### config.mk
export PLATFORM = sky130hd
export DESIGN_NAME = scope_block_parse_scale
export DESIGN_NICKNAME = d
export VERILOG_FILES = /design/src/design/sbps_pkg.sv /design/src/design/sbps_front.sv /design/src/design/sbps_queue.sv /design/src/design/sbps_back.sv /design/src/design/scope_block_parse_scale.sv
export SDC_FILE = /design/constraint.sdc
export NUM_CORES = 2
export LEC_CHECK = 0
export BUFFER_PORTS_ARGS = -buffer_cell sky130_fd_sc_hd__buf_2
export CAP_MARGIN = 15
export CORE_UTILIZATION = 40
export CTS_BUF_LIST = sky130_fd_sc_hd__clkbuf_4 sky130_fd_sc_hd__clkbuf_8
export CTS_CLUSTER_SIZE = 10
export DETAILED_ROUTE_END_ITERATION = 12
export PLACE_DENSITY_LB_ADDON = 0.3
export SETUP_SLACK_MARGIN = 0.4
export SYNTH_ARGS = -nofsm -noshare
export SYNTH_HDL_FRONTEND = slang
export SYNTH_SLANG_ARGS = --single-unit
### constraint.sdc
create_clock -name clk_i -period 15.35 [get_ports clk_i]
set_input_delay 1.535 -clock clk_i [delete_from_list [all_inputs] [get_ports clk_i]]
set_output_delay 1.535 -clock clk_i [all_outputs]
set_load 0.01 [all_outputs]
### src/design/sbps_pkg.sv
// sbps_pkg: shared types and constants for the scope block parser and scaler
// no dependencies; imported by every module of the block
`default_nettype none

package sbps_pkg;

  localparam logic [7:0] CH_HASH  = 8'h23;
  localparam logic [7:0] CH_COLON = 8'h3A;
  localparam logic [7:0] CH_NL    = 8'h0A;
  localparam logic [7:0] CH_ZERO  = 8'h30;
  localparam logic [7:0] CH_ONE   = 8'h31;
  localparam logic [7:0] CH_FOUR  = 8'h34;
  localparam logic [7:0] CH_NINE  = 8'h39;

  localparam logic [3:0] SCAN_DIGITS = 4'd4;

  localparam int LEN_W  = 30;
  localparam int SCAN_W = 14;
  localparam int IDX_W  = 12;

  localparam int QDEPTH = 4;
  localparam int QPTR_W = 2;
  localparam int QCNT_W = 3;

  localparam logic [2:0] CFG_CHAN_MASK  = 3'd0;
  localparam logic [2:0] CFG_EXP_POINTS = 3'd1;
  localparam logic [2:0] CFG_SCALE0     = 3'd2;
  localparam logic [2:0] CFG_SCALE3     = 3'd5;

  typedef enum logic [3:0] {
    PH_HDR,
    PH_DIGCNT,
    PH_LEN,
    PH_DATA,
    PH_TAIL,
    PH_SCAN,
    PH_SCAN_HASH,
    PH_SCAN_NUM,
    PH_SKIP
  } phase_e;

  typedef enum logic [1:0] {
    KIND_SAMPLE,
    KIND_EVENT,
    KIND_ERROR
  } kind_e;

  typedef enum logic [1:0] {
    ERR_NONE,
    ERR_HEADER,
    ERR_DIGITS,
    ERR_TAIL
  } err_e;

  typedef struct packed {
    kind_e             kind;
    logic [1:0]        chan;
    logic [IDX_W-1:0]  idx;
    logic [7:0]        data;
    logic              last;
    err_e              err;
  } q_entry_t;

  typedef logic [3:0][63:0] scale_arr_t;

endpackage

`default_nettype wire

### src/design/sbps_front.sv
// sbps_front: byte parser; walks block headers, lengths, tails and resync scan
// depends on sbps_pkg; pushes sample, event and error beats into sbps_queue
`default_nettype none

module sbps_front
  import sbps_pkg::*;
#(
  parameter int MAX_POINTS = 4096,
  parameter int CHANNELS   = 4
) (
  input  wire logic              clk_i,
  input  wire logic              rst_ni,
  input  wire logic              in_valid_i,
  input  wire logic [7:0]        data_byte_i,
  input  wire logic              q_full_i,
  input  wire logic [3:0]        chan_mask_i,
  input  wire logic [SCAN_W-1:0] expected_points_i,
  output logic                   push_o,
  output q_entry_t               entry_o
);

  localparam int CNT_W = $clog2(MAX_POINTS + 1);
  localparam logic [3:0] CH_MASK = 4'((1 << CHANNELS) - 1);

  function automatic logic [2:0] next_above(input logic [3:0] m, input logic [1:0] ch);
    logic [2:0] r;
    r = '0;
    for (int i = 3; i >= 0; i--) begin
      if (m[i] && (2'(i) > ch)) r = {1'b1, 2'(i)};
    end
    return r;
  endfunction

  function automatic logic [2:0] lowest(input logic [3:0] m);
    logic [2:0] r;
    r = '0;
    for (int i = 3; i >= 0; i--) begin
      if (m[i]) r = {1'b1, 2'(i)};
    end
    return r;
  endfunction

  phase_e             phase_q, phase_d;
  logic [1:0]         chan_q, chan_d;
  logic [3:0]         digits_q, digits_d;
  logic [LEN_W-1:0]   len_acc_q, len_acc_d;
  logic [LEN_W-1:0]   bytes_left_q, bytes_left_d;
  logic [CNT_W-1:0]   count_q, count_d;
  logic [SCAN_W-1:0]  scan_q, scan_d;

  logic               acc;
  logic               is_digit;
  logic [3:0]         digit;
  logic [3:0]         mask_eff;
  logic [2:0]         low;
  logic [2:0]         nxt_cur;
  logic [2:0]         nxt_low;
  logic [LEN_W-1:0]   len_new;
  logic [SCAN_W-1:0]  scan_new;
  logic [3:0]         digits_dec;

  assign acc        = in_valid_i && !q_full_i;
  assign is_digit   = data_byte_i inside {[CH_ZERO:CH_NINE]};
  assign digit      = data_byte_i[3:0];
  assign mask_eff   = chan_mask_i & CH_MASK;
  assign low        = lowest(mask_eff);
  assign nxt_cur    = next_above(mask_eff, chan_q);
  assign nxt_low    = next_above(mask_eff, low[1:0]);
  assign len_new    = (len_acc_q << 3) + (len_acc_q << 1) + LEN_W'(digit);
  assign scan_new   = (scan_q << 3) + (scan_q << 1) + SCAN_W'(digit);
  assign digits_dec = digits_q - 4'd1;

  always_ff @(posedge clk_i or negedge rst_ni) begin
    if (!rst_ni) begin
      phase_q      <= PH_HDR;
      chan_q       <= '0;
      digits_q     <= '0;
      len_acc_q    <= '0;
      bytes_left_q <= '0;
      count_q      <= '0;
      scan_q       <= '0;
    end else begin
      phase_q      <= phase_d;
      chan_q       <= chan_d;
      digits_q     <= digits_d;
      len_acc_q    <= len_acc_d;
      bytes_left_q <= bytes_left_d;
      count_q      <= count_d;
      scan_q       <= scan_d;
    end
  end

  always_comb begin
    phase_d      = phase_q;
    chan_d       = chan_q;
    digits_d     = digits_q;
    len_acc_d    = len_acc_q;
    bytes_left_d = bytes_left_q;
    count_d      = count_q;
    scan_d       = scan_q;
    push_o       = 1'b0;
    entry_o      = '{kind: KIND_SAMPLE, chan: '0, idx: '0, data: '0, last: 1'b0,
                     err: ERR_NONE};
    if (acc) begin
      case (phase_q)
        PH_HDR: begin
          if (data_byte_i == CH_HASH) begin
            phase_d = PH_DIGCNT;
          end else begin
            push_o       = 1'b1;
            entry_o.kind = KIND_ERROR;
            entry_o.chan = chan_q;
            entry_o.err  = ERR_HEADER;
            phase_d      = PH_SKIP;
          end
        end
        PH_SKIP: begin
          if (data_byte_i == CH_HASH) begin
            chan_d  = low[2] ? low[1:0] : 2'd0;
            phase_d = low[2] ? PH_DIGCNT : PH_TAIL;
          end
        end
        PH_DIGCNT: begin
          if (data_byte_i inside {[CH_ONE:CH_NINE]}) begin
            digits_d  = digit;
            len_acc_d = '0;
            phase_d   = PH_LEN;
          end else begin
            push_o       = 1'b1;
            entry_o.kind = KIND_ERROR;
            entry_o.chan = chan_q;
            entry_o.err  = ERR_DIGITS;
            phase_d      = PH_SKIP;
          end
        end
        PH_LEN: begin
          if (!is_digit) begin
            push_o       = 1'b1;
            entry_o.kind = KIND_ERROR;
            entry_o.chan = chan_q;
            entry_o.err  = ERR_DIGITS;
            phase_d      = PH_SKIP;
          end else begin
            len_acc_d = len_new;
            digits_d  = digits_dec;
            if (digits_dec == 4'd0) begin
              bytes_left_d = len_new;
              count_d      = '0;
              if (len_new == '0) begin
                chan_d  = nxt_cur[2] ? nxt_cur[1:0] : chan_q;
                phase_d = nxt_cur[2] ? PH_HDR : PH_TAIL;
              end else begin
                phase_d = PH_DATA;
              end
            end
          end
        end
        PH_DATA: begin
          if (count_q < CNT_W'(MAX_POINTS)) begin
            push_o       = 1'b1;
            entry_o.kind = KIND_SAMPLE;
            entry_o.chan = chan_q;
            entry_o.idx  = IDX_W'(count_q);
            entry_o.data = data_byte_i;
            entry_o.last = (bytes_left_q == LEN_W'(1)) ||
                           (count_q == CNT_W'(MAX_POINTS - 1));
            count_d      = count_q + CNT_W'(1);
          end
          bytes_left_d = bytes_left_q - LEN_W'(1);
          if (bytes_left_q == LEN_W'(1)) begin
            chan_d  = nxt_cur[2] ? nxt_cur[1:0] : chan_q;
            phase_d = nxt_cur[2] ? PH_HDR : PH_TAIL;
          end
        end
        PH_TAIL: begin
          if (data_byte_i == CH_NL) begin
            push_o       = 1'b1;
            entry_o.kind = KIND_EVENT;
            chan_d       = low[2] ? low[1:0] : 2'd0;
            phase_d      = low[2] ? PH_HDR : PH_TAIL;
          end else if (data_byte_i == CH_COLON) begin
            phase_d = PH_SCAN;
          end else begin
            push_o       = 1'b1;
            entry_o.kind = KIND_ERROR;
            entry_o.chan = chan_q;
            entry_o.err  = ERR_TAIL;
            phase_d      = PH_SKIP;
          end
        end
        PH_SCAN: begin
          if (data_byte_i == CH_HASH) phase_d = PH_SCAN_HASH;
        end
        PH_SCAN_HASH: begin
          if (data_byte_i == CH_FOUR) begin
            phase_d  = PH_SCAN_NUM;
            digits_d = SCAN_DIGITS;
            scan_d   = '0;
          end else if (data_byte_i != CH_HASH) begin
            phase_d = PH_SCAN;
          end
        end
        PH_SCAN_NUM: begin
          if (!is_digit) begin
            phase_d = (data_byte_i == CH_HASH) ? PH_SCAN_HASH : PH_SCAN;
          end else begin
            scan_d   = scan_new;
            digits_d = digits_dec;
            if (digits_dec == 4'd0) begin
              if (scan_new != expected_points_i) begin
                phase_d = PH_SCAN;
              end else begin
                push_o       = 1'b1;
                entry_o.kind = KIND_EVENT;
                if (low[2]) begin
                  chan_d       = low[1:0];
                  bytes_left_d = LEN_W'(scan_new);
                  count_d      = '0;
                  if (scan_new == '0) begin
                    chan_d  = nxt_low[2] ? nxt_low[1:0] : low[1:0];
                    phase_d = nxt_low[2] ? PH_HDR : PH_TAIL;
                  end else begin
                    phase_d = PH_DATA;
                  end
                end else begin
                  chan_d  = 2'd0;
                  phase_d = PH_TAIL;
                end
              end
            end
          end
        end
        default: begin
          chan_d  = low[2] ? low[1:0] : 2'd0;
          phase_d = low[2] ? PH_HDR : PH_TAIL;
        end
      endcase
    end
  end

endmodule

`default_nettype wire

### src/design/sbps_queue.sv
// sbps_queue: short fifo between the parser and the scaler
// depends on sbps_pkg for the entry type and depth
`default_nettype none

module sbps_queue
  import sbps_pkg::*;
(
  input  wire logic     clk_i,
  input  wire logic     rst_ni,
  input  wire logic     push_i,
  input  q_entry_t      entry_i,
  output logic          full_o,
  input  wire logic     pop_i,
  output logic          valid_o,
  output q_entry_t      entry_o
);

  q_entry_t            mem_q [QDEPTH];
  logic [QPTR_W-1:0]   wr_ptr_q, rd_ptr_q;
  logic [QCNT_W-1:0]   count_q;
  logic                do_push, do_pop;

  assign full_o  = (count_q == QCNT_W'(QDEPTH));
  assign valid_o = (count_q != '0);
  assign entry_o = mem_q[rd_ptr_q];
  assign do_push = push_i && !full_o;
  assign do_pop  = pop_i && valid_o;

  always_ff @(posedge clk_i) begin
    if (do_push) mem_q[wr_ptr_q] <= entry_i;
  end

  always_ff @(posedge clk_i or negedge rst_ni) begin
    if (!rst_ni) begin
      wr_ptr_q <= '0;
      rd_ptr_q <= '0;
      count_q  <= '0;
    end else begin
      if (do_push) wr_ptr_q <= wr_ptr_q + QPTR_W'(1);
      if (do_pop) rd_ptr_q <= rd_ptr_q + QPTR_W'(1);
      if (do_push && !do_pop) count_q <= count_q + QCNT_W'(1);
      else if (do_pop && !do_push) count_q <= count_q - QCNT_W'(1);
    end
  end

endmodule

`default_nettype wire

### src/design/sbps_back.sv
// sbps_back: two-stage scaler; multiply by gain, then shift, offset and saturate
// depends on sbps_pkg; pops beats from sbps_queue and holds the result register
`default_nettype none

module sbps_back
  import sbps_pkg::*;
(
  input  wire logic         clk_i,
  input  wire logic         rst_ni,
  input  wire logic         q_valid_i,
  input  q_entry_t          q_entry_i,
  output logic              q_pop_o,
  input  scale_arr_t        scale_i,
  output logic              out_valid_o,
  input  wire logic         out_stall_i,
  output logic [1:0]        kind_o,
  output logic [1:0]        chan_o,
  output logic [IDX_W-1:0]  sample_index_o,
  output logic [31:0]       amplitude_o,
  output logic              last_in_block_o,
  output logic [1:0]        error_code_o
);

  logic                s1_valid_q;
  q_entry_t            s1_entry_q;
  logic signed [39:0]  s1_prod_q;
  logic signed [31:0]  s1_off_q;

  logic                out_valid_q;
  q_entry_t            out_entry_q;
  logic [31:0]         out_amp_q;

  logic                s2_adv, s1_adv;
  logic [63:0]         scale_sel;
  logic signed [7:0]   sample_s;
  logic signed [31:0]  gain_s;
  logic signed [39:0]  prod;
  logic signed [23:0]  quo;
  logic signed [33:0]  sum;
  logic [31:0]         amp_sat;

  assign s2_adv    = !out_valid_q || !out_stall_i;
  assign s1_adv    = !s1_valid_q || s2_adv;
  assign q_pop_o   = q_valid_i && s1_adv;

  assign scale_sel = scale_i[q_entry_i.chan];
  assign sample_s  = q_entry_i.data;
  assign gain_s    = scale_sel[63:32];
  assign prod      = sample_s * gain_s;

  assign quo = s1_prod_q[39:16];
  assign sum = 34'(quo) + 34'(s1_off_q);

  always_comb begin
    if (s1_entry_q.kind != KIND_SAMPLE) begin
      amp_sat = '0;
    end else if (sum > 34'sd2147483647) begin
      amp_sat = 32'h7FFF_FFFF;
    end else if (sum < -34'sd2147483648) begin
      amp_sat = 32'h8000_0000;
    end else begin
      amp_sat = sum[31:0];
    end
  end

  always_ff @(posedge clk_i or negedge rst_ni) begin
    if (!rst_ni) begin
      s1_valid_q  <= 1'b0;
      out_valid_q <= 1'b0;
    end else begin
      if (s1_adv) s1_valid_q <= q_valid_i;
      if (s2_adv) out_valid_q <= s1_valid_q;
    end
  end

  always_ff @(posedge clk_i) begin
    if (q_pop_o) begin
      s1_entry_q <= q_entry_i;
      s1_prod_q  <= prod;
      s1_off_q   <= scale_sel[31:0];
    end
    if (s1_valid_q && s2_adv) begin
      out_entry_q <= s1_entry_q;
      out_amp_q   <= amp_sat;
    end
  end

  assign out_valid_o     = out_valid_q;
  assign kind_o          = out_entry_q.kind;
  assign chan_o          = out_entry_q.chan;
  assign sample_index_o  = out_entry_q.idx;
  assign amplitude_o     = out_amp_q;
  assign last_in_block_o = out_entry_q.last;
  assign error_code_o    = out_entry_q.err;

endmodule

`default_nettype wire

### src/design/scope_block_parse_scale.sv
// scope_block_parse_scale: top level; configuration registers, parser, queue, scaler
// depends on sbps_pkg, sbps_front, sbps_queue and sbps_back
// The block takes one stream byte per cycle, sustained: the parser decides on each byte
// in the cycle it is accepted and pushes at most one beat into a four-entry queue. The
// scaler pops one beat per cycle while the output does not stall, multiplies the sample by
// the channel gain in its first stage and applies shift, offset and saturation in its
// second. The input stalls only while that queue is full, which happens only when the
// output side stalls. Configuration writes are always ready and are meant to be issued
// while no bytes are in flight.
`default_nettype none

module scope_block_parse_scale
  import sbps_pkg::*;
#(
  parameter int MAX_POINTS = 4096,
  parameter int CHANNELS   = 4
) (
  input  wire logic         clk_i,
  input  wire logic         rst_ni,
  input  wire logic         in_valid_i,
  output logic              in_stall_o,
  input  wire logic [7:0]   data_byte_i,
  output logic              out_valid_o,
  input  wire logic         out_stall_i,
  output logic [1:0]        kind_o,
  output logic [1:0]        chan_o,
  output logic [11:0]       sample_index_o,
  output logic signed [31:0] amplitude_o,
  output logic              last_in_block_o,
  output logic [1:0]        error_code_o,
  input  wire logic         cfg_valid_i,
  output logic              cfg_ready_o,
  input  wire logic [2:0]   cfg_index_i,
  input  wire logic [63:0]  cfg_data_i
);

  logic [3:0]         chan_mask_q;
  logic [SCAN_W-1:0]  exp_points_q;
  scale_arr_t         scale_q;

  logic               q_full;
  logic               push;
  q_entry_t           push_entry;
  logic               q_valid;
  q_entry_t           q_entry;
  logic               q_pop;
  logic [31:0]        amp;

  assign cfg_ready_o = 1'b1;
  assign in_stall_o  = q_full;

  always_ff @(posedge clk_i or negedge rst_ni) begin
    if (!rst_ni) begin
      chan_mask_q  <= 4'hF;
      exp_points_q <= SCAN_W'(1000);
      scale_q      <= {4{64'd65536}};
    end else if (cfg_valid_i && cfg_ready_o) begin
      if (cfg_index_i == CFG_CHAN_MASK) begin
        chan_mask_q <= cfg_data_i[3:0];
      end else if (cfg_index_i == CFG_EXP_POINTS) begin
        exp_points_q <= cfg_data_i[SCAN_W-1:0];
      end else if (cfg_index_i inside {[CFG_SCALE0:CFG_SCALE3]}) begin
        scale_q[2'(cfg_index_i - CFG_SCALE0)] <= cfg_data_i;
      end
    end
  end

  sbps_front #(
    .MAX_POINTS(MAX_POINTS),
    .CHANNELS  (CHANNELS)
  ) u_front (
    .clk_i            (clk_i),
    .rst_ni           (rst_ni),
    .in_valid_i       (in_valid_i),
    .data_byte_i      (data_byte_i),
    .q_full_i         (q_full),
    .chan_mask_i      (chan_mask_q),
    .expected_points_i(exp_points_q),
    .push_o           (push),
    .entry_o          (push_entry)
  );

  sbps_queue u_queue (
    .clk_i  (clk_i),
    .rst_ni (rst_ni),
    .push_i (push),
    .entry_i(push_entry),
    .full_o (q_full),
    .pop_i  (q_pop),
    .valid_o(q_valid),
    .entry_o(q_entry)
  );

  sbps_back u_back (
    .clk_i          (clk_i),
    .rst_ni         (rst_ni),
    .q_valid_i      (q_valid),
    .q_entry_i      (q_entry),
    .q_pop_o        (q_pop),
    .scale_i        (scale_q),
    .out_valid_o    (out_valid_o),
    .out_stall_i    (out_stall_i),
    .kind_o         (kind_o),
    .chan_o         (chan_o),
    .sample_index_o (sample_index_o),
    .amplitude_o    (amp),
    .last_in_block_o(last_in_block_o),
    .error_code_o   (error_code_o)
  );

  assign amplitude_o = amp;

endmodule

`default_nettype wire

* Word-level counts from Yosys, hierarchy flattened *
Memory sizes are Yosys's and may differ from the RTL's.
Cells that the tools add are included.

word-level totals
  bits in latches = 0
  register bits = 520
  memory bits (read-only) = 0
  bits in writable memories = 108
  bits of input ports = 80
  word-level logic and storage cells = 275
  output and inout bits = 54
  memories = 1

memories
  name           words  width  read ports  clocked after Yosys merged registers in  write ports  line              RTL
  u_queue.mem_q  4      27     1           0                                        1            sbps_queue.sv:18  q_entry_t mem_q [QDEPTH];

operators by class
  magnitude comparators = 19
  eq/ne operators = 36
  shifts and indexed selects = 0
  add/subtract/negate cells = 13
  div/mod/pow operators = 0
  reduce and logical (&&, ||, !) cells = 53
  bitwise logic cells = 3
  $mul = 1
  muxes and demuxes = 117

operator list
  kind                    number
  $bwmux W256             1
  $mux W30                6
  $bmux W64 S2            1
  $demux W64 S2           1
  $mux W64                2
  $mux W13                9
  $mux W4                 24
  $pmux W30 S3            1
  $mux W29                2
  $pmux W29 S2            1
  $mux W3                 18
  $mux W2                 23
  $mul A8 B32 Y40         1
  $pmux W13 S3            1
  $pmux W4 S9             1
  $gt A34 B32 Y1 const B  1
  $lt A34 B32 Y1 const B  1
  $add A24 B32 Y33        1
  $mux W32                1
  $mux W31                1
  $add A30 B30 Y30        1
  $add A30 B4 Y30         1
  $eq A30 B1 Y1 const B   1
  $logic_not A30 Y1       1
  62 further kinds        141

* Depth between registers and ports, before layout *
  depth after elaboration = 17
  depth in mapped cells = 26
  depth with buffers taken out = 24

* Hierarchy *
From an unflattened synthesis, not the netlist that was laid out.

second synthesis, totals
  cells, all modules = 3,259
  area, all modules = 39,325.2 um2

modules (own cells, without submodules)
  module                   area each (um2)  cells each  seq. area each (um2)  instances
  sbps_back                15,792.6         1,439       3,833.7               1
  scope_block_parse_scale  10,561.4         589         6,874.1               1
  sbps_front               8,647.0          1,055       2,377.3               1
  sbps_queue               4,324.1          176         3,418.3               1

* Worst setup path after synthesis *
Ideal clock, no wire load.

  path type = register -> register
  start = reg u_queue.rd_ptr_q[0]
  end = reg u_back.s1_prod_q[39], data pin
  stages on the path, launching flop included = 26
  data arrival time = 7.011 ns
  data required time = 15.090 ns
  period minus slack after synthesis = 7.271 ns
  buffers on the path = 2
  path slack = 8.079 ns
  library setup time = 0.260 ns
  cells stage by stage = dfrtp_1 > mux4_2 > buf_2 > buf_1 > mux4_2 > and2_1 > fa_1 > inv_1 > fa_1 > inv_1 > fa_1 > inv_1 > fa_1 > inv_1 > ha_1 > o21ai_0 > o21a_1 > o31a_1 > o21ai_1 > a211o_1 > a211oi_1 > o21ai_0 > and2_1 > a211oi_1 > o21bai_1 > xnor2_1

between the ends
  longest elaborated chain between the ends = 4

ends and longest elaborated chain
  what                            line              RTL
  start, declared                 sbps_queue.sv:19  logic [QPTR_W-1:0] wr_ptr_q, rd_ptr_q;
  start signal, assigned          sbps_queue.sv:40  if (do_pop) rd_ptr_q <= rd_ptr_q + QPTR_W'(1);
  $mem_v2 Z4 W27 *                -
  $bmux W64 S2                    sbps_back.sv:46   assign scale_sel = scale_i[q_entry_i.chan];
  $mux W64 (not written as such)  sbps_back.sv:46
  $mul A8 B32 Y40 *               sbps_back.sv:49   assign prod = sample_s * gain_s;
  via u_back.prod[39]             sbps_back.sv:37   logic signed [39:0] prod;
  end signal, assigned            sbps_back.sv:79   s1_prod_q <= prod;
  end, declared                   sbps_back.sv:26   logic signed [39:0] s1_prod_q;

The timed path passes the listed nets; every way through them passes the cells marked *. The select of a mux whose other input is x is not followed.
A chain may end at the register's enable or synchronous reset.

* Final worst setup path *
  start = reg u_queue.rd_ptr_q[1]
  end = reg u_back.s1_prod_q[39], data pin

Same word-level chain as after synthesis.

==> impl_metrics.tcl <==
set metrics [dict create \
    yosys_register_bits 612 \
    syn_avg_cell_area_um2 11.9 \
    cts_tree "built" \
    core_area_um2 93900 \
    grt_pass1_wl_um 141000 \
    met3_usage_pct 3.49 \
    drtPass1Iterations 5 \
    fin_nets 3810 \
    critPathLaunchType "register" \
    hold_class "register to register" \
    row_count 112 \
    initial_core_util_pct 40.6 \
    slew_viol_final 0 \
    grt-busiest-layer "met2" \
    worstPathMaxFanout 38 \
    cts_root_buffer "clkbuf_8" \
    overflow 0 \
    ys_warn_count 0 \
    rsz0062_at_grt "no" \
    endpoint_kind "register" \
    cts.sinks 612 \
    ys_seq_area_share_pct 43.3 \
    synth-main-ff-cell "dfrtp_1" \
    synth_cells 3202 \
    num_io_pins 134 \
    route.detailed.wl_per_inst_um 18.8 \
    period_share_pct 52.9 \
    wl_um 87900 \
    fmax_mhz 123 \
    cts_htree_levels 3 \
    critPathKind "register to register" \
    syn-num-nets 3678 \
    fp.dieW_um 311 \
    setup-violations-final 0 \
    antenna_left 0 \
    grt_max_degree 158 \
    cts_resized 0 \
    arrival_ns 8.60 \
    clk_latency_ns 0.76 \
    drive_gt1_share_pct 22.1 \
    grt_usage_pct 18.3 \
    async_reset_ff_share_pct 61.8 \
    maxCapViolations 0 \
    post-dp-hpwl_um 62100 \
    slew_headroom_pct 26.7 \
    clk_pin_slew_ns 0.06 \
    fin_skew_ns 0.0343 \
    synth_edf_count 234 \
    cp_data_required_time_ns 15.83 \
    layout_min_cycle_time_ns 8.12 \
    finalSetupTns_ns 0 \
    area_delta_synth_final_pct 11.0 \
    drc 0 \
    tightest_slew_ns 1.10 \
    grtUsageMet1_pct 25.0 \
    die_area_um2 96500 \
    die_y_um 311 \
    synth_cell_types 87 \
    status "finished, final reports clean" \
    grt_antenna_before_repair 17 \
    gp_congestion 0.867 \
    grtUsageMet2_pct 29.7 \
    ctsHoldBuffers 0 \
    grt_pass1_vias 25300 \
    n_fill_cell 8797 \
    hold_ws_ns 0.416 \
    layout_commonest_cell "dfrtp_1" \
    vias 24800 \
    numCtsBuffers 103 \
    final_cell_mix "363 x dfrtp_1, 276 x mux2_2, 265 x inv_1" \
    clockBufferDepth 3 \
    hold_viol_final 0 \
    viasPerCell 5.30 \
    post_cts_buffers 0 \
    syn_area_um2 38100 \
    io_buffers 132 \
    dr.first_iter.drc_count 1516 \
]
[final cells by class]
type / count / area [µm²] / share of cell area, %
Antenna cell: 3 / 7.51 / 0.0177
Clock buffer: 155 / 1880 / 4.44
Clock inverter: 41 / 300 / 0.710
Inverter: 265 / 995 / 2.35
Multi-Input combinational cell: 2195 / 20200 / 47.7
Sequential cell: 612 / 16500 / 39.0
Tap cell: 1254 / 1570 / 3.71
Timing Repair Buffer: 157 / 871 / 2.06
[kinds of logic after synthesis]
group | count (synthesis) | share of synthesized area (%)
AND/OR/NAND/NOR | 783 | 10.5
other | 1 | 0.00984
AO/OA/AOI/OAI | 527 | 8.80
adder cells (fa/ha/maj) | 399 | 17.1
XOR/XNOR | 116 | 2.78
buffers and inverters | 395 | 3.93
multiplexers | 369 | 13.6
flip-flops | 612 | 43.3
[worst max-delay path, cell delays in order, from the launching register on]
cell      delay (ns)
dfrtp_1         0.32
buf_4           0.37
mux4_4          0.70
buf_4           0.60
mux4_2          0.47
or2_2           0.32
fa_1            0.51
fa_1            0.54
inv_1           0.06
fa_1            0.54
inv_1           0.06
fa_1            0.53
inv_1           0.04
ha_1            0.30
nand4b_1        0.10
o21bai_1        0.08
a21oi_1         0.25
o21ai_1         0.24
a211o_1         0.36
a211oi_1        0.38
o21ai_0         0.18
and2_1          0.23
a211oi_1        0.35
o21bai_1        0.12
xnor2_1         0.14
[per-layer routing]
metal,vias up,part of all wire [%]
met5,-,0.14
met1,12600,46
met2,492,48
met3,140,4.6
li1,11600,-
met4,18,2.1
[flip-flops by register name (all words and copies together) (netlist names), 13 cells and up]
register and flops:
scale_q 256, u_queue.mem_q 108, u_back.amplitude_o 32, u_back.s1_off_q 32, u_front.bytes_left_q 30, u_front.len_acc_q 29
u_back.s1_prod_q 24, u_back.s1_entry_q 19, exp_points_q 14, u_front.count_q 13, u_front.scan_q 13
[synthesized netlist by cell type, types with 7 or more instances]
library cell	count	area (µm²)
o211ai_1	17	128
buf_1	14	52.6
o22ai_1	10	62.6
or2_2	12	75.1
a211oi_1	19	143
nor2b_1	28	175
or3_1	13	81.3
inv_1	265	995
dfrtp_1	364	9110
nor4_1	18	113
fa_1	203	4060
nand2b_1	18	113
o21ai_1	9	45.0
a21o_1	32	240
nand4_1	18	113
a32oi_1	8	70.1
xnor2_1	74	648
o31ai_1	9	67.6
nor2_1	154	578
and2_1	203	1270
and3_1	18	113
nand3_1	36	180
mux2_2	276	3110
o21a_1	18	135
nand2_1	198	743
xor2_1	39	342
edfxtp_1	234	7030
a21oi_1	120	601
ha_1	193	2410
o21ai_0	163	816
a31oi_1	21	131
buf_2	9	45.0
clkbuf_1	105	394
a2111oi_0	7	61.3
dfstp_2	14	368
nor3_1	39	195
mux4_2	90	2030
o21bai_1	12	90.1
a22o_1	24	210
[worst paths after layout]
kind	start	endpoint	slack, ns	cells past startpoint
setup / recovery	u_queue.rd_ptr_q[1]	u_back.s1_prod_q[39]	7.23	24
hold / removal	u_back.s1_entry_q[13]	u_back.sample_index_o[2]	0.42	0
setup reg to reg	u_queue.rd_ptr_q[1]	u_back.s1_prod_q[39]	7.23	24
hold reg to reg	u_back.s1_entry_q[13]	u_back.sample_index_o[2]	0.42	0
max in group asynchronous	rst_ni	scale_q[94]	12.30	3
min in group asynchronous	rst_ni	u_back.s1_valid_q	0.73	1
[per-stage QoR]
step	std cells	setup WS, ns	util (%)	area, µm²
floorplan	3202	8.08	-	38100
global placement	4482	7.26	42.7	40100
detailed placement	4482	7.20	42.7	40100
CTS	4678	7.18	45.0	42300
global route	4682	6.73	45.1	42300
finish	4682	7.23	45.1	42300
Power is not shown: default switching activity piles up to over one toggle a cycle in this logic, so the estimate is an artifact.
